### src/char_lcd_shadow_write_engine_assert.svh
// Assertion macros shared by the character LCD write engine modules.
`ifndef CHAR_LCD_SHADOW_WRITE_ENGINE_ASSERT_SVH
`define CHAR_LCD_SHADOW_WRITE_ENGINE_ASSERT_SVH

// Check that expr holds in the same cycle as cond.
`define CHLCD_CHECK(label, clk, rst, cond, expr, msg) \
   label: assert property (@(posedge clk) disable iff (rst) (cond) |-> (expr)) \
      else $error(msg);

// Check that expr holds in the cycle after cond.
`define CHLCD_CHECK_NEXT(label, clk, rst, cond, expr, msg) \
   label: assert property (@(posedge clk) disable iff (rst) (cond) |=> (expr)) \
      else $error(msg);

`endif

### src/chlcd_pkg.sv
// Shared types, constants and helper functions for the character LCD write engine.
package chlcd_pkg;

   // Display geometry
   localparam int ROWS    = 2;
   localparam int COLUMNS = 16;
   localparam int CELLS   = ROWS * COLUMNS;
   localparam int CELL_W  = (CELLS > 1) ? $clog2(CELLS) : 1;
   localparam int ROW_W   = (ROWS > 1) ? $clog2(ROWS) : 1;
   localparam int COL_W   = $clog2(COLUMNS + 1);

   // Queue between front and back
   localparam int QDEPTH = 4;
   localparam int QPTR_W = $clog2(QDEPTH);
   localparam int QCNT_W = $clog2(QDEPTH + 1);

   // Nibble sequencer: six expander bytes per LCD byte
   localparam logic [2:0] STEP_LAST = 3'd5;

   // Mode codes
   localparam logic [3:0] MODE_RAW_INSTR = 4'd0;
   localparam logic [3:0] MODE_RAW_DATA  = 4'd1;
   localparam logic [3:0] MODE_PUT_CHAR  = 4'd2;
   localparam logic [3:0] MODE_STR_CHAR  = 4'd3;
   localparam logic [3:0] MODE_POSITION  = 4'd4;
   localparam logic [3:0] MODE_CLEAR     = 4'd5;
   localparam logic [3:0] MODE_HOME      = 4'd6;
   localparam logic [3:0] MODE_DISPLAY   = 4'd7;
   localparam logic [3:0] MODE_BACKLIGHT = 4'd8;

   // LCD instruction codes and expander pins
   localparam logic [7:0] CMD_CLEAR    = 8'h01;
   localparam logic [7:0] CMD_HOME     = 8'h02;
   localparam logic [7:0] CMD_DISPLAY  = 8'h08;
   localparam logic [7:0] CMD_POSITION = 8'h80;
   localparam logic [7:0] PIN_BL       = 8'h08;
   localparam logic [7:0] SPACE_CHAR   = 8'h20;

   typedef struct packed {
      logic [3:0] mode;
      logic [7:0] value;
      logic [1:0] row;
      logic [5:0] column;
      logic       last;
      logic       display_on;
      logic       show_cursor;
      logic       show_blink;
      logic       backlight_request;
   } req_word_type;

   typedef struct packed {
      logic [7:0] expander_byte;
      logic       last_byte;
   } rsp_word_type;

   // One queued operation: an LCD byte to split into nibbles, or a single raw byte
   typedef struct packed {
      logic       single;
      logic [7:0] data;
      logic       rs;
      logic       bl;
      logic       last;
   } lcd_op_type;

   // Front to queue: up to two operations per item
   typedef struct packed {
      logic [1:0] count;
      lcd_op_type op0;
      lcd_op_type op1;
   } push_type;

   // Queue head seen by the back
   typedef struct packed {
      logic       valid;
      lcd_op_type op;
   } head_type;

   function automatic lcd_op_type make_op(input logic [7:0] data, input logic rs,
                                          input logic bl, input logic single);
      lcd_op_type op;
      op.single = single;
      op.data   = data;
      op.rs     = rs;
      op.bl     = bl;
      op.last   = 1'b0;
      return op;
   endfunction

   // Set-position instruction for a cursor
   function automatic logic [7:0] pos_byte(input logic [ROW_W-1:0] r,
                                           input logic [COL_W-1:0] c);
      logic [6:0] off;
      case (2'(r))
         2'd0:    off = 7'h00;
         2'd1:    off = 7'h40;
         2'd2:    off = 7'(COLUMNS);
         default: off = 7'(64 + COLUMNS);
      endcase
      return CMD_POSITION | {1'b0, 7'(off + 7'(c))};
   endfunction

endpackage

### src/chlcd_ram.sv
// Generic single-write, single-read RAM with registered read data.
module chlcd_ram #(
   parameter int WIDTH = 8,
   parameter int DEPTH = 32
) (
   input  logic                                  clock,
   input  logic                                  wr_en,
   input  logic [((DEPTH > 1) ? $clog2(DEPTH) : 1)-1:0] wr_addr,
   input  logic [WIDTH-1:0]                      wr_data,
   input  logic                                  rd_en,
   input  logic [((DEPTH > 1) ? $clog2(DEPTH) : 1)-1:0] rd_addr,
   output logic [WIDTH-1:0]                      rd_data
);

   logic [WIDTH-1:0] mem_ff [DEPTH];
   logic [WIDTH-1:0] rd_data_ff;

   // Write port
   always_ff @(posedge clock) begin
      if (wr_en) begin
         mem_ff[wr_addr] <= wr_data;
      end
   end

   // Registered read port
   always_ff @(posedge clock) begin
      if (rd_en) begin
         rd_data_ff <= mem_ff[rd_addr];
      end
   end

   assign rd_data = rd_data_ff;

endmodule

### src/chlcd_front.sv
// Front end: accepts words, tracks cursor and shadow screen, emits LCD operations.
`include "char_lcd_shadow_write_engine_assert.svh"

module chlcd_front
   import chlcd_pkg::*;
(
   input  logic              clock,
   input  logic              reset,
   input  logic              req_valid,
   output logic              req_stall,
   input  req_word_type      req_word,
   input  logic [QCNT_W-1:0] q_free,
   output push_type          push
);

   typedef struct packed {
      logic              is_str;
      logic              is_put;
      logic              in_range;
      logic              do_clear;
      logic              clr_skip;
      logic              simple;
      lcd_op_type        simple_op;
      logic [7:0]        value;
      logic              last;
      logic [CELL_W-1:0] idx;
      logic [7:0]        pos_now;
      logic [7:0]        pos_next;
      logic              bl;
   } stage_b_type;

   // Architectural state
   logic [ROW_W-1:0] cur_row_ff, cur_row_in;
   logic [COL_W-1:0] cur_col_ff, cur_col_in;
   logic             bl_ff, bl_in;
   logic             skip_ff, skip_in;
   logic [CELLS-1:0] valid_ff, valid_in;

   // Second stage
   logic        b_valid_ff, b_valid_in;
   stage_b_type b_ff, a_word;

   logic             accept;
   logic             b_go;
   logic [COL_W-1:0] col_adv;
   logic [ROW_W-1:0] new_row;
   logic [COL_W-1:0] new_col;
   logic [7:0]       shadow_rd, shadow_q;
   logic             match;
   logic             wr_en;
   lcd_op_type       ops [2];
   logic [1:0]       n_ops;

   assign req_stall = b_valid_ff && !b_go;
   assign accept    = req_valid && !req_stall;

   // Classify the incoming word and work out the next cursor
   always_comb begin
      a_word          = '0;
      a_word.value    = req_word.value;
      a_word.last     = req_word.last;
      a_word.bl       = bl_ff;
      a_word.in_range = cur_col_ff < COL_W'(COLUMNS);
      a_word.idx      = CELL_W'(int'(cur_row_ff) * COLUMNS + int'(cur_col_ff));
      col_adv         = a_word.in_range ? COL_W'(cur_col_ff + 1'b1) : cur_col_ff;
      a_word.pos_now  = pos_byte(cur_row_ff, cur_col_ff);
      a_word.pos_next = pos_byte(cur_row_ff, col_adv);
      new_row = (req_word.row > 2'(ROWS - 1)) ? ROW_W'(ROWS - 1) : ROW_W'(req_word.row);
      new_col = (req_word.column > 6'(COLUMNS)) ? COL_W'(COLUMNS) : COL_W'(req_word.column);
      cur_row_in = cur_row_ff;
      cur_col_in = cur_col_ff;
      bl_in      = bl_ff;
      case (req_word.mode)
         MODE_RAW_INSTR: begin
            a_word.simple    = 1'b1;
            a_word.simple_op = make_op(req_word.value, 1'b0, bl_ff, 1'b0);
         end
         MODE_RAW_DATA: begin
            a_word.simple    = 1'b1;
            a_word.simple_op = make_op(req_word.value, 1'b1, bl_ff, 1'b0);
         end
         MODE_PUT_CHAR: begin
            a_word.is_put    = 1'b1;
            a_word.simple    = a_word.in_range;
            a_word.simple_op = make_op(req_word.value, 1'b1, bl_ff, 1'b0);
            cur_col_in       = col_adv;
         end
         MODE_STR_CHAR: begin
            a_word.is_str = 1'b1;
            cur_col_in    = col_adv;
         end
         MODE_POSITION: begin
            a_word.simple    = 1'b1;
            a_word.clr_skip  = 1'b1;
            a_word.simple_op = make_op(pos_byte(new_row, new_col), 1'b0, bl_ff, 1'b0);
            cur_row_in       = new_row;
            cur_col_in       = new_col;
         end
         MODE_CLEAR: begin
            a_word.simple    = 1'b1;
            a_word.clr_skip  = 1'b1;
            a_word.do_clear  = 1'b1;
            a_word.simple_op = make_op(CMD_CLEAR, 1'b0, bl_ff, 1'b0);
            cur_row_in       = '0;
            cur_col_in       = '0;
         end
         MODE_HOME: begin
            a_word.simple    = 1'b1;
            a_word.clr_skip  = 1'b1;
            a_word.simple_op = make_op(CMD_HOME, 1'b0, bl_ff, 1'b0);
            cur_row_in       = '0;
            cur_col_in       = '0;
         end
         MODE_DISPLAY: begin
            a_word.simple    = 1'b1;
            a_word.simple_op = make_op(CMD_DISPLAY | {5'b0, req_word.display_on,
                                       req_word.show_cursor, req_word.show_blink},
                                       1'b0, bl_ff, 1'b0);
         end
         MODE_BACKLIGHT: begin
            if (req_word.backlight_request != bl_ff) begin
               a_word.simple    = 1'b1;
               a_word.simple_op = make_op(req_word.backlight_request ? PIN_BL : 8'h00,
                                          1'b0, bl_ff, 1'b1);
               bl_in            = req_word.backlight_request;
            end
         end
         default: begin
            a_word.simple = 1'b0;
         end
      endcase
   end

   // Shadow screen storage; entries not written since the last clear read as space
   chlcd_ram #(
      .WIDTH (8),
      .DEPTH (CELLS)
   ) u_shadow (
      .clock   (clock),
      .wr_en   (wr_en),
      .wr_addr (b_ff.idx),
      .wr_data (b_ff.value),
      .rd_en   (accept),
      .rd_addr (a_word.idx),
      .rd_data (shadow_rd)
   );

   assign shadow_q = valid_ff[b_ff.idx] ? shadow_rd : SPACE_CHAR;
   assign match    = shadow_q == b_ff.value;

   // Build the operations of the word in the second stage
   always_comb begin
      ops[0]  = '0;
      ops[1]  = '0;
      n_ops   = 2'd0;
      skip_in = skip_ff;
      wr_en   = 1'b0;
      if (b_ff.simple) begin
         ops[0] = b_ff.simple_op;
         n_ops  = 2'd1;
      end
      if (b_ff.is_str) begin
         if (b_ff.in_range) begin
            if (match) begin
               skip_in = 1'b1;
            end else begin
               if (skip_in) begin
                  ops[0]  = make_op(b_ff.pos_now, 1'b0, b_ff.bl, 1'b0);
                  n_ops   = 2'd1;
                  skip_in = 1'b0;
               end
               ops[n_ops[0]] = make_op(b_ff.value, 1'b1, b_ff.bl, 1'b0);
               n_ops         = 2'(n_ops + 1'b1);
               wr_en         = b_valid_ff;
            end
         end
         if (b_ff.last && skip_in) begin
            ops[n_ops[0]] = make_op(b_ff.pos_next, 1'b0, b_ff.bl, 1'b0);
            n_ops         = 2'(n_ops + 1'b1);
            skip_in       = 1'b0;
         end
      end
      if (b_ff.is_put && b_ff.in_range) begin
         wr_en = b_valid_ff;
      end
      if (b_ff.clr_skip) begin
         skip_in = 1'b0;
      end
      // Mark the final operation of the word
      if (n_ops == 2'd2) begin
         ops[1].last = 1'b1;
      end else begin
         ops[0].last = 1'b1;
      end
      b_go  = b_valid_ff && (QCNT_W'(n_ops) <= q_free);
      wr_en = wr_en && b_go;
   end

   always_comb begin
      push.count = b_go ? n_ops : 2'd0;
      push.op0   = ops[0];
      push.op1   = ops[1];
   end

   // Shadow valid bits: drop all on clear, set on write
   always_comb begin
      valid_in = valid_ff;
      if (b_go && b_ff.do_clear) begin
         valid_in = '0;
      end else if (wr_en) begin
         valid_in[b_ff.idx] = 1'b1;
      end
   end

   assign b_valid_in = accept || (b_valid_ff && !b_go);

   // Control state
   always_ff @(posedge clock) begin
      if (reset) begin
         cur_row_ff <= '0;
         cur_col_ff <= '0;
         bl_ff      <= 1'b0;
         skip_ff    <= 1'b0;
         valid_ff   <= '0;
         b_valid_ff <= 1'b0;
      end else begin
         if (accept) begin
            cur_row_ff <= cur_row_in;
            cur_col_ff <= cur_col_in;
            bl_ff      <= bl_in;
         end
         if (b_go) begin
            skip_ff <= skip_in;
         end
         valid_ff   <= valid_in;
         b_valid_ff <= b_valid_in;
      end
   end

   // Stage payload
   always_ff @(posedge clock) begin
      if (accept) begin
         b_ff <= a_word;
      end
   end

   `CHLCD_CHECK(a_push_fits, clock, reset, push.count != 2'd0, QCNT_W'(push.count) <= q_free, "front pushed more words than the queue holds")
   `CHLCD_CHECK_NEXT(a_clear_empties, clock, reset, b_go && b_ff.do_clear, valid_ff == '0, "shadow not cleared after clear")

endmodule

### src/chlcd_queue.sv
// Short queue of LCD operations between front and back.
`include "char_lcd_shadow_write_engine_assert.svh"

module chlcd_queue
   import chlcd_pkg::*;
(
   input  logic              clock,
   input  logic              reset,
   input  push_type          push,
   output logic [QCNT_W-1:0] q_free,
   output head_type          head,
   input  logic              pop
);

   lcd_op_type        entry_ff [QDEPTH];
   logic [QPTR_W-1:0] wr_ptr_ff, wr_ptr_in;
   logic [QPTR_W-1:0] rd_ptr_ff, rd_ptr_in;
   logic [QCNT_W-1:0] cnt_ff, cnt_in;
   logic [QPTR_W-1:0] wr_ptr_nx;

   assign wr_ptr_nx  = QPTR_W'(wr_ptr_ff + 1'b1);
   assign q_free     = QCNT_W'(QDEPTH) - cnt_ff;
   assign head.valid = cnt_ff != '0;
   assign head.op    = entry_ff[rd_ptr_ff];

   // Advance pointers and count
   always_comb begin
      wr_ptr_in = QPTR_W'(wr_ptr_ff + push.count);
      rd_ptr_in = pop ? QPTR_W'(rd_ptr_ff + 1'b1) : rd_ptr_ff;
      cnt_in    = QCNT_W'(cnt_ff + push.count - QCNT_W'(pop));
   end

   always_ff @(posedge clock) begin
      if (reset) begin
         wr_ptr_ff <= '0;
         rd_ptr_ff <= '0;
         cnt_ff    <= '0;
      end else begin
         wr_ptr_ff <= wr_ptr_in;
         rd_ptr_ff <= rd_ptr_in;
         cnt_ff    <= cnt_in;
      end
   end

   // Store up to two words per cycle
   always_ff @(posedge clock) begin
      if (push.count != 2'd0) begin
         entry_ff[wr_ptr_ff] <= push.op0;
      end
      if (push.count == 2'd2) begin
         entry_ff[wr_ptr_nx] <= push.op1;
      end
   end

   `CHLCD_CHECK(a_cnt_bound, clock, reset, 1'b1, cnt_ff <= QCNT_W'(QDEPTH), "queue count past depth")
   `CHLCD_CHECK(a_pop_nonempty, clock, reset, pop, cnt_ff != '0, "pop from empty queue")

endmodule

### src/chlcd_back.sv
// Back end: splits LCD operations into expander bytes behind an output register.
`include "char_lcd_shadow_write_engine_assert.svh"

module chlcd_back
   import chlcd_pkg::*;
(
   input  logic         clock,
   input  logic         reset,
   input  head_type     head,
   output logic         pop,
   output logic         rsp_valid,
   input  logic         rsp_stall,
   output rsp_word_type rsp_word
);

   logic [2:0]   step_ff, step_in;
   logic         rsp_valid_ff, rsp_valid_in;
   rsp_word_type rsp_word_ff, rsp_word_in;
   logic         out_free;
   logic         fire;
   logic         en;
   logic [3:0]   nib;

   assign out_free = !rsp_valid_ff || !rsp_stall;
   assign fire     = head.valid && out_free;
   assign pop      = fire && (head.op.single || step_ff == STEP_LAST);

   // Form the expander byte for this step: high nibble first, enable pulsed mid-triplet; a single op is sent as is
   always_comb begin
      en  = (step_ff == 3'd1) || (step_ff == 3'd4);
      nib = (step_ff < 3'd3) ? head.op.data[7:4] : head.op.data[3:0];
      if (head.op.single) begin
         rsp_word_in.expander_byte = head.op.data;
      end else begin
         rsp_word_in.expander_byte = {nib, head.op.bl, en, 1'b0, head.op.rs};
      end
      rsp_word_in.last_byte = head.op.last && pop;
      step_in = pop ? 3'd0 : (fire ? 3'(step_ff + 1'b1) : step_ff);
      rsp_valid_in = fire || (rsp_valid_ff && rsp_stall);
   end

   always_ff @(posedge clock) begin
      if (reset) begin
         step_ff      <= '0;
         rsp_valid_ff <= 1'b0;
      end else begin
         step_ff      <= step_in;
         rsp_valid_ff <= rsp_valid_in;
      end
   end

   // Hold the word until taken
   always_ff @(posedge clock) begin
      if (fire) begin
         rsp_word_ff <= rsp_word_in;
      end
   end

   assign rsp_valid = rsp_valid_ff;
   assign rsp_word  = rsp_word_ff;

   `CHLCD_CHECK(a_step_mid_op, clock, reset, step_ff != 3'd0, head.valid && !head.op.single, "nibble step without an LCD byte at the head")

endmodule

### src/char_lcd_shadow_write_engine.sv
// An accepted word waits in the front's second stage; its operations go through the queue
// to the back's output register, six expander bytes per LCD byte, one per cycle while
// rsp_stall is low; an item gives 0, 1, 6 or 12. The nibble sequencer sets the sustained
// rate; the front takes words back to back while the four-entry queue has room.
// Reset is synchronous: shadow reads as spaces, cursor home, backlight off, queue empty.
module char_lcd_shadow_write_engine
   import chlcd_pkg::*;
(
   input  logic         clock,
   input  logic         reset,
   input  logic         req_valid,
   output logic         req_stall,
   input  req_word_type req_word,
   output logic         rsp_valid,
   input  logic         rsp_stall,
   output rsp_word_type rsp_word
);

   push_type          push;
   logic [QCNT_W-1:0] q_free;
   head_type          head;
   logic              pop;

   chlcd_front u_front (
      .clock     (clock),
      .reset     (reset),
      .req_valid (req_valid),
      .req_stall (req_stall),
      .req_word  (req_word),
      .q_free    (q_free),
      .push      (push)
   );

   chlcd_queue u_queue (
      .clock  (clock),
      .reset  (reset),
      .push   (push),
      .q_free (q_free),
      .head   (head),
      .pop    (pop)
   );

   chlcd_back u_back (
      .clock     (clock),
      .reset     (reset),
      .head      (head),
      .pop       (pop),
      .rsp_valid (rsp_valid),
      .rsp_stall (rsp_stall),
      .rsp_word  (rsp_word)
   );

endmodule
### config.mk
export PLATFORM = sky130hd
export DESIGN_NAME = char_lcd_shadow_write_engine
export DESIGN_NICKNAME = d
export VERILOG_FILES = /design/src/chlcd_pkg.sv /design/src/chlcd_ram.sv /design/src/chlcd_front.sv /design/src/chlcd_queue.sv /design/src/chlcd_back.sv /design/src/char_lcd_shadow_write_engine.sv
export VERILOG_INCLUDE_DIRS = /design/src /design/src/src
export SDC_FILE = /design/constraint.sdc
export NUM_CORES = 1
export LEC_CHECK = 0
export ABC_AREA = 1
export BUFFER_PORTS_ARGS = -buffer_cell sky130_fd_sc_hd__buf_2
export CORE_UTILIZATION = 52
export CTS_BUF_LIST = sky130_fd_sc_hd__clkbuf_8
export CTS_CLUSTER_SIZE = 30
export DETAILED_ROUTE_END_ITERATION = 10
export PLACE_DENSITY = 0.68
export SLEW_MARGIN = 20
export SYNTH_ARGS = -nofsm -noshare
export SYNTH_HDL_FRONTEND = slang
export SYNTH_SLANG_ARGS = --single-unit
### constraint.sdc
create_clock -name clock -period 5.85 [get_ports clock]
set_input_delay 1.17 -clock clock [delete_from_list [all_inputs] [get_ports clock]]
set_output_delay 1.17 -clock clock [all_outputs]
set_load 0.01 [all_outputs]
==> metrics, run 1 <==
GP Congestion=0.928; Final Max Tran Viols=0; Most used DFF post-synth=edfxtp_1; slew at the pin closest to its max-slew limit=1.01 ns; Hold WC Path Type=flop to flop; worst reg2reg path depth=29; met2 Usage GRT=approximately 37%; die area=about 36000 sq um; fill count=around 2900; Pwr per Cell Area=about 360 nW/um^2; Avg Inst Size Synth=approximately 10 sq um; Post-synth ARST share=0%; Peak VDD IR=slightly below 0.3 mV; most frequent cells in the layout=360 x edfxtp_1, 347 x nand2_1, 225 x nor2_1; hold path depth=2; Clk Latency, worst-skew pair=just over 0.6 ns; Worst EP arrival=approximately 4.3 ns; f_max=184 MHz; share of power burned in registers=a little under 50%; TritonCTS clock tree=done; detailed-route via count=~13000; synth top area cells=edfxtp_1 59%, nand2_1 7.1%, dfxtp_1 5.9%; status=completed; Crit Path Max Fanout=16; slowest cell delay on critical path=roughly 0.43 ns; critical path class=flop to output pin; CTS Buf Count=approximately 70; Max-Slew Margin vs Limit=around a third; Final Critical Period=5.45 ns; Multi-input gate area=5460 sq um; critical path's top delay family=simple AND/OR/NAND/NOR gates; Initial Util=approximately 53%; CP endpoint kind=output pin; busiest grt layer=met1; share of the synthesized area in the top cell type=58.8%; combinational share of power=roughly 17%; largest net degree at the start of global routing=slightly below 90; DRC errors left=0; Site Rows=around 70; vias in the first global route=between 10000 and 15000; gr usage total=25.9%; post-route ant nets=0; # IOs=40; Clock power frac=between 30% and 40%; Netlist Area Pre-Place=18400 sq um; sw frac=about 30%; initial antenna violation count=0; clock skew=between 0.02 and 0.03 ns; Mapped Nets=between 1500 and 2000; Post-synth EDFFs=360; H-tree depth=3; met1 Usage GRT=between 30% and 40%; Die X=approximately 190 um; final setup TNS=0 ns; Internal=between 0.005 and 0.006 W; Max-Cap Viols=0; CP max-delay cell=edfxtp_1; antenna diode count=0; register area=about 12000 sq um; Buffers on Ports=39; Hold Buf Count CTS=0; Syn. warnings=0; CTS root buf=clkbuf_8; Core Util, Final=about three fifths; share of cells above drive strength 1=11.0%; Final Net Count=1868; CTS Buffer Depth=3; commonest non-fill, non-tap cell in the layout=edfxtp_1; wire length per cell=between 15 and 20 um; post-synthesis sequential area ratio=roughly 65%; final hold vios=0; grt ovf=0; Die H=between 150 and 200 um; Post-Route WL=45500 um; drt pass-1 iters=5; NetSw=approximately 0.0022 W; Synth area leader=edfxtp_1; vias per cell=5.71; FF+latch count, synth=between 400 and 500; first-pass GRT wire length=between 70000 and 80000 um; grt met3 use=under 10%; initial DRC count=~1500; Setup crit start kind=flop; CORE AREA=approximately 35000 sq um; Syn Inst Count=1771; Worst EP required=about 4.7 ns; CP dominant cell by count=nand2_1; Post-DP HPWL=about 29000 um; fin crit share=between 90 and 100%; Layout area overhead=10.6%; LEAKAGE=7.90 nW; CP cell instances=inv_2 > nor3_2 > nand2_1 > nand2_1 > nor2_2 > nand2_4 > nand3_1 > nand2_1 > nand2_1 > nor2_1 > nand2_2 > nand3_4 > nand2_1 > ha_1 > nand4_1 > nand3_4 > inv_1 > ha_1 > nand3b_1 > a22oi_1 > nand2_1 > inv_1 > buf_2; clock slew at reported path FFs=approximately 0.06 ns; WP buf/inv=4; synth unique cells=46; Crit. path cell count=23; final setup violating endpoints=0; CTS Sinks=~410
-- area by class of cell --
| class | instances | share of cell area [%] |
|---|---|---|
| Clock buffer | 73 | 4.94 |
| Inverter | 162 | 3.02 |
| Clock inverter | 50 | 1.59 |
| Timing Repair Buffer | 75 | 2.28 |
| Multi-Input combinational cell | 1102 | 26.9 |
| Tap cell | 455 | 2.80 |
| Sequential cell | 414 | 58.5 |
-- state kept, by name (all words and copies together) (netlist names), 2 cells and up, named ones only --
signal	cells
u_back.rsp_word	9
u_back.step_ff	3
u_front.b_ff	39
u_front.cur_col_ff	5
u_front.u_shadow.mem_ff	256
u_front.u_shadow.rd_data	8
u_front.valid_ff	32
u_queue.cnt_ff	3
u_queue.entry_ff	48
u_queue.rd_ptr_ff	2
u_queue.wr_ptr_ff	2
-- path summary, 6_finish.rpt --
| check | slack [ns] | from | end |
|---|---|---|---|
| worst max-delay path | 0.40 | u_front.b_ff[20] | req_stall |
| worst min-delay path | 0.45 | u_front.valid_ff[15] | u_front.valid_ff[15] |
| worst max register to register | 0.65 | u_front.b_ff[20] | u_queue.cnt_ff[2] |
| worst min register to register | 0.45 | u_front.valid_ff[15] | u_front.valid_ff[15] |
-- power groups by stage --
stage	registers (W)	clock network, W	logic, W
after floorplan	0.00364	0	0.000833
after global placement	0.00366	0	0.00122
after detailed placement	0.00367	0	0.00124
after CTS	0.00360	0.00253	0.00125
after global routing	0.00362	0.00266	0.00142
final	0.00360	0.00249	0.00128
-- per-layer routing --
metal | up-vias | wire length, um
met1 | 6360 | 20800
met4 | 0 | 1370
met2 | 553 | 19600
met3 | 85 | 3760
met5 | - | 0
li1 | 6303 | -
-- per-stage QoR --
step	std cells	setup WS [ns]	hold WS (ns)	area (sq um)	power (W)
after detailed placement	2200	0.355	0.442	18900	0.00491
final	2331	0.402	0.452	20300	0.00737
after global routing	2331	-0.00202	0.470	20300	0.00770
after CTS	2323	0.0345	0.451	20300	0.00738
after global placement	2200	0.522	0.441	18900	0.00488
after floorplan	1771	0.825	0.406	18400	0.00447
-- worst register-to-register path, delay by kind of cell, from the launching register on --
kind	cells	cell delay, ns
DFF	1	0.43
and+or+nand+nor	18	2.53
buffers and inverters	5	0.51
xor gates and xnor gates	1	0.17
AOI/OAI and AO/OA	1	0.08
adders and majority gates	4	1.33
-- cell families (layout without fill, tap and decap cells) --
group | count (synthesis) | count (layout) | synth area share [%]
AND/OR/NAND/NOR | 702 | 702 | 16.5
flip-flops | 414 | 414 | 64.7
AO/OA/AOI/OAI | 374 | 374 | 11.5
buffers and inverters | 255 | 360 | 5.70
adder cells (fa/ha/maj) | 16 | 16 | 1.13
XOR/XNOR | 8 | 8 | 0.381
multiplexers | 2 | 2 | 0.116
-- synthesized netlist by cell type (2+ instances only) --
library cell,instances
a31oi_1,2
o21ai_0,207
clkinv_1,2
or2_2,2
nor3_2,3
edfxtp_1,360
nor2_1,226
nand3_2,3
buf_1,3
o211ai_1,10
clkbuf_1,69
nand3_4,4
inv_2,6
buf_2,3
o21a_1,2
nand3_1,44
nor3_1,11
nor3_4,4
o221ai_1,30
buf_4,13
nand2_1,347
nor2_2,3
xnor2_1,3
nand2_4,3
inv_1,154
o22ai_1,49
xor2_1,5
dfxtp_1,54
nand4_1,43
a21oi_1,65
nand2_2,4
ha_1,15
nor4_1,2
buf_6,5
a32o_1,4
-- repair_timing --
action | 4_1_cts | 5_1_grt
buffers inserted | 0 | 8
setup endpoints to repair | 0 | 191
gates resized for setup | 0 | 3
endpoints found under the hold margin | 0 | 0
Note: power is estimated with default switching activity, not from simulation.
==> run 2: changes to the inputs <==
==> constraint.sdc (replaced) <==
create_clock -name clock -period 5.85 [get_ports clock]
set_input_delay 1.17 -clock clock [delete_from_list [all_inputs] [get_ports clock]]
set_output_delay 1.17 -clock clock [all_outputs]
set_load 0.02 [all_outputs]
==> metrics, run 2 (synthesis gave the netlist of run 1 again) <==
Clk Latency, worst-skew pair=between 0.6 and 0.7 ns; TritonCTS clock tree=done; drt pass-1 iters=5; clock skew=around 0.034 ns; sw frac=between 30% and 40%; largest net degree at the start of global routing=74; Power Total=0.00741 W; placed inst area=18900 sq um; Final Max Tran Viols=0; final hold vios=0; Layout area overhead=10.8%; register area=around 12000 sq um; Worst EP required=around 4.7 ns; Hold Crit Start=u_front.valid_ff[11]; share of power burned in registers=~49%; GP Congestion=0.874; status=completed; Die H=about 190 um; gr usage total=about a quarter; initial DRC count=1690; Most flops, register=u_front.u_shadow.mem_ff; Post-Route WL=about 46000 um; combinational share of power=17.3%; vias in the first global route=approximately 13000; CTS root buf=clkbuf_8; Initial Util=between 50% and 60%; post-route ant nets=0; final setup TNS=0 ns; critical path class=flop to output pin; Crit Path Max Fanout=22; Site Rows=between 60 and 70; vias per cell=between 5 and 6; Max-Slew Margin vs Limit=between 20 and 30%; Clock power frac=roughly a third; LEAKAGE=between 7 and 8 nW; f_max=roughly 180 MHz; wire length per cell=between 15 and 20 um; commonest non-fill, non-tap cell in the layout=edfxtp_1; slew at the pin closest to its max-slew limit=between 1 and 1.5 ns; Setup crit start kind=flop; first-pass GRT wire length=between 70000 and 80000 um; Final Cell Area=between 20000 and 25000 sq um; DRC errors left=0; Post-DP HPWL=between 20000 and 30000 um; Internal=0.00517 W; max FFs per register=256; initial antenna violation count=0; CTS Buffer Depth=3; fin crit share=approximately 93%; Buffers on Ports=39; antenna diode count=0; grt ovf=0; H-tree depth=3; Peak VDD IR=0.232 mV; CTS Buf Count=71; Multi-input gate area=5470 sq um; CTS Sinks=slightly above 400; fill count=~2900; WHS=roughly 0.45 ns; Final Net Count=1866; Max-Cap Viols=0; Worst R2R End=u_queue.cnt_ff[2]; Hold Buf Count CTS=0; CORE AREA=between 30000 and 40000 sq um; detailed-route via count=13400; Die X=between 150 and 200 um; # IOs=40; clock slew at reported path FFs=0.06 ns; CP endpoint kind=output pin; reg2reg setup slack=between 0.6 and 0.7 ns; Final Critical Period=~5.4 ns; final setup violating endpoints=0; origin of the critical flop-to-flop path=u_front.b_ff[17]; Pwr per Cell Area=around 360 nW/um^2; Hold WC Path Type=flop to flop; hold path depth=2; most frequent cells in the layout=360 x edfxtp_1, 347 x nand2_1, 225 x nor2_1; worst reg2reg path depth=33; die area=~36000 sq um; Worst EP arrival=4.28 ns; hold endpoint=u_front.valid_ff[11]; Top Registers=u_front.u_shadow.mem_ff (256), u_queue.entry_ff (48), u_front.b_ff (39); NetSw=0.00224 W; share of cells above drive strength 1=10.9%
-- run 2: cell types whose count changed in the layout (fill, tap and decap cells not counted), sizes merged --
cell	previous run	this run
clkbuf	74	82
buf	74	69
bufinv	4	1
inv	188	191
clkinvlp	4	2
clkinv	16	17
nand2	354	355
-- run 2: final cells by class --
cell class	instances	area share, %
Clock inverter	49	1.25
Inverter	162	3.02
Timing Repair Buffer	69	2.08
Tap cell	455	2.80
Sequential cell	414	58.4
Clock buffer	82	5.54
Multi-Input combinational cell	1103	26.9
-- run 2: timing repair --
item,in CTS,in global routing
buffers inserted,0,1
endpoints found under the setup margin,0,1
resized for setup,0,9
-- run 2: metal layers --
layer,vias to the layer above,GRT usage [%],wire [um]
li1,6300,-,-
met1,6407,38.5,20800
met2,584,37.0,19800
met3,86,5.05,3890
met4,0,9.12,1200
met5,-,0,0
-- run 2: critical path: stages (launching register included) --
cell      delay (ns)
edfxtp_1        0.41
buf_6           0.20
nand2_1         0.08
nand2_1         0.06
nand2_1         0.05
nand2_1         0.05
nand2_1         0.06
nand2_1         0.08
nor2_4          0.20
nand2_4         0.12
nand2_1         0.08
nand2_1         0.06
nand2_1         0.07
nand2_1         0.09
nor2_2          0.12
nand2_2         0.12
nand3_4         0.14
nand2_1         0.09
ha_1            0.28
nand4_1         0.14
nand3_4         0.16
inv_1           0.06
ha_1            0.30
nand3b_1        0.09
a22oi_1         0.19
nand2_1         0.12
inv_1           0.08
buf_2           0.16
-- run 2: stage by stage --
step                      std cells  utilization [%]  setup slack (ns)
after floorplan                1771                -             0.825
after global placement         2201             54.7             0.733
after detailed placement       2201             54.7             0.611
after CTS                      2332             58.7             0.298
after global routing           2334             58.8           -0.0155
final                          2334             58.8             0.400
-- run 2: worst max path at each step --
| stage | from | endpoint | slack [ns] | cells past startpoint |
|---|---|---|---|---|
| finish | u_front.b_ff[17] | req_stall | 0.40 | 27 |
| global route | u_front.b_ff[17] | req_stall | -0.02 | 27 |
| CTS | u_front.b_ff[17] | req_stall | 0.30 | 27 |
| detailed placement | u_front.b_ff[17] | u_queue.cnt_ff[2] | 0.61 | 33 |
| global placement | u_front.b_ff[17] | u_queue.cnt_ff[2] | 0.73 | 33 |
| floorplan | u_front.b_ff[17] | u_front.cur_col_ff[4] | 0.83 | 32 |
-- run 2: power by group through the flow --
stage          combinational, W  sequential (W)  clock, W
6_report                0.00128         0.00363   0.00250
5_1_grt                 0.00142         0.00365   0.00265
4_1_cts                 0.00126         0.00362   0.00253
3_5_place_dp            0.00126         0.00368         0
3_3_place_gp            0.00124         0.00368         0
2_1_floorplan          0.000834         0.00367         0
==> run 3: changes to the inputs <==
- CELL_PAD_IN_SITES_DETAIL_PLACEMENT: unset -> 0
- CELL_PAD_IN_SITES_GLOBAL_PLACEMENT: unset -> 1
- CORE_MARGIN: unset -> 3
- CORE_UTILIZATION: 52 -> 40
- PLACE_DENSITY: 0.68 -> unset
- PLACE_DENSITY_LB_ADDON: unset -> 0.1
==> metrics, run 3 (synthesis gave the netlist of run 1 again) <==
critical path's top delay family=simple AND/OR/NAND/NOR gates; CTS Sinks=between 400 and 500; Max-Cap Viols=0; detailed-route via count=~13000; status=completed; Die X=220 um; CP endpoint kind=output pin; TritonCTS clock tree=done; Post-Route WL=about 50000 um; slew at the pin closest to its max-slew limit=0.984 ns; wire length per cell=approximately 20 um; Pwr per Cell Area=359 nW/um^2; Worst EP arrival=about 4.3 ns; Crit Path Max Fanout=16; first-pass GRT wire length=between 70000 and 80000 um; drt pass-1 iters=5; Die H=between 200 and 250 um; share of power burned in registers=between 40% and 50%; max FFs per register=roughly 260; critical path class=flop to output pin; Most flops, register=u_front.u_shadow.mem_ff; # IOs=40; antenna diode count=0; CORE AREA=between 40000 and 50000 sq um; CTS root buf=clkbuf_8; Site Rows=77; origin of the critical flop-to-flop path=u_front.b_ff[19]; vias per cell=around 5.3; Clk Latency, worst-skew pair=0.62 ns; final setup violating endpoints=0; clock skew=roughly 0.034 ns; Hold Crit Start=u_front.valid_ff[30]; H-tree depth=3; Hold Buf Count CTS=0; WP buf/inv=5; Final Max Tran Viols=0; initial DRC count=between 1000 and 1500; CP dominant cell by count=nand2_1; CTS Buffer Depth=3; commonest non-fill, non-tap cell in the layout=edfxtp_1; die area=slightly below 50000 sq um; DRC errors left=0; post-route ant nets=0; Final Critical Period=about 5.5 ns; gr usage total=about a fifth; grt ovf=0; combinational share of power=around 18%; LEAKAGE=a little under 8 nW; final hold vios=0; initial antenna violation count=1; NetSw=between 0.002 and 0.0025 W; CP max-delay cell=edfxtp_1; slowest cell delay on critical path=0.47 ns; share of cells above drive strength 1=a little over a tenth; f_max=183 MHz; clock slew at reported path FFs=roughly 0.06 ns; vias in the first global route=~13000; sw frac=30.7%; reg2reg setup slack=about 0.7 ns; Layout area overhead=11.8%; Peak VDD IR=about 0.18 mV; Initial Util=about two fifths; Internal=0.00511 W; CTS Buf Count=72; Setup crit start kind=flop; Worst EP required=4.68 ns; most frequent cells in the layout=360 x edfxtp_1, 347 x nand2_1, 225 x nor2_1; Post-DP HPWL=about 32000 um; CP startpoint=u_front.b_ff[19]; fin crit share=slightly above 90%; Max-Slew Margin vs Limit=around 34%; Buffers on Ports=39; Clock power frac=about a third; Power Total=0.00738 W; Hold WC Path Type=flop to flop; Core Util, Final=45.9%; largest net degree at the start of global routing=80; GP Congestion=0.868; Top Registers=u_front.u_shadow.mem_ff (256), u_queue.entry_ff (48), u_front.b_ff (39); Final Net Count=~1900
## run 3: cell types whose count changed in the layout (fill, tap and decap cells not counted), moves of 2 or more
cell	delta
nor2_2	+2
clkinvlp_4	+2
clkbuf_8	-5
buf_4	+4
nor2_4	-2
inv_1	+3
clkinv_1	+5
nor3_1	-3
nor3_4	+6
nor3_2	-3
## run 3: path summary, 6_finish.rpt
| kind | to | cells past startpoint |
|---|---|---|
| worst min register to register | u_front.valid_ff[30] | 2 |
| worst min-delay path | u_front.valid_ff[30] | 2 |
| worst max-delay path | req_stall | 25 |
| worst max register to register | u_queue.cnt_ff[2] | 32 |
## run 3: tightest hold or removal path, delay by kind of cell, from the launching register on
kind,cells,cell delay [ns]
AOI/OAI and AO/OA,1,0.05
buffers and inverters,1,0.04
DFF,1,0.31
## run 3: routing by layer
layer  wire, um  track usage [%]
met4       1100             5.67
met3       2930             3.87
met1      24500             32.1
met5          0                0
met2      21600             30.5
## run 3: layout make-up
| cell class | instances | area [sq um] |
|---|---|---|
| Clock buffer | 77 | 1060 |
| Clock inverter | 55 | 254 |
| Fill cell | 4259 | 24200 |
| Inverter | 162 | 616 |
| Multi-Input combinational cell | 1102 | 5520 |
| Sequential cell | 414 | 11900 |
| Tap cell | 592 | 741 |
| Timing Repair Buffer | 74 | 474 |
## run 3: timing repair
action	in CTS	in global routing
buffers inserted	0	5
endpoints found under the setup margin	0	14
gates resized for setup	0	16
## run 3: stage by stage
stage	setup slack (ns)	cells	instance area (sq um)	hold slack (ns)	setup TNS [ns]
finish	0.377	2476	20600	0.450	0
global route	-0.00491	2476	20600	0.467	-0.00491
global placement	0.659	2339	19100	0.443	0
CTS	0.123	2471	20400	0.452	0
floorplan	0.825	1771	18400	0.406	0
detailed placement	0.556	2339	19100	0.442	0
## run 3: power by group through the flow
stage	Sequential, W	Combinational, W	Clock [W]
2_1_floorplan	0.00367	0.000834	0
3_3_place_gp	0.00365	0.00133	0
3_5_place_dp	0.00366	0.00133	0
4_1_cts	0.00360	0.00134	0.00249
5_1_grt	0.00362	0.00152	0.00264
6_report	0.00360	0.00135	0.00243
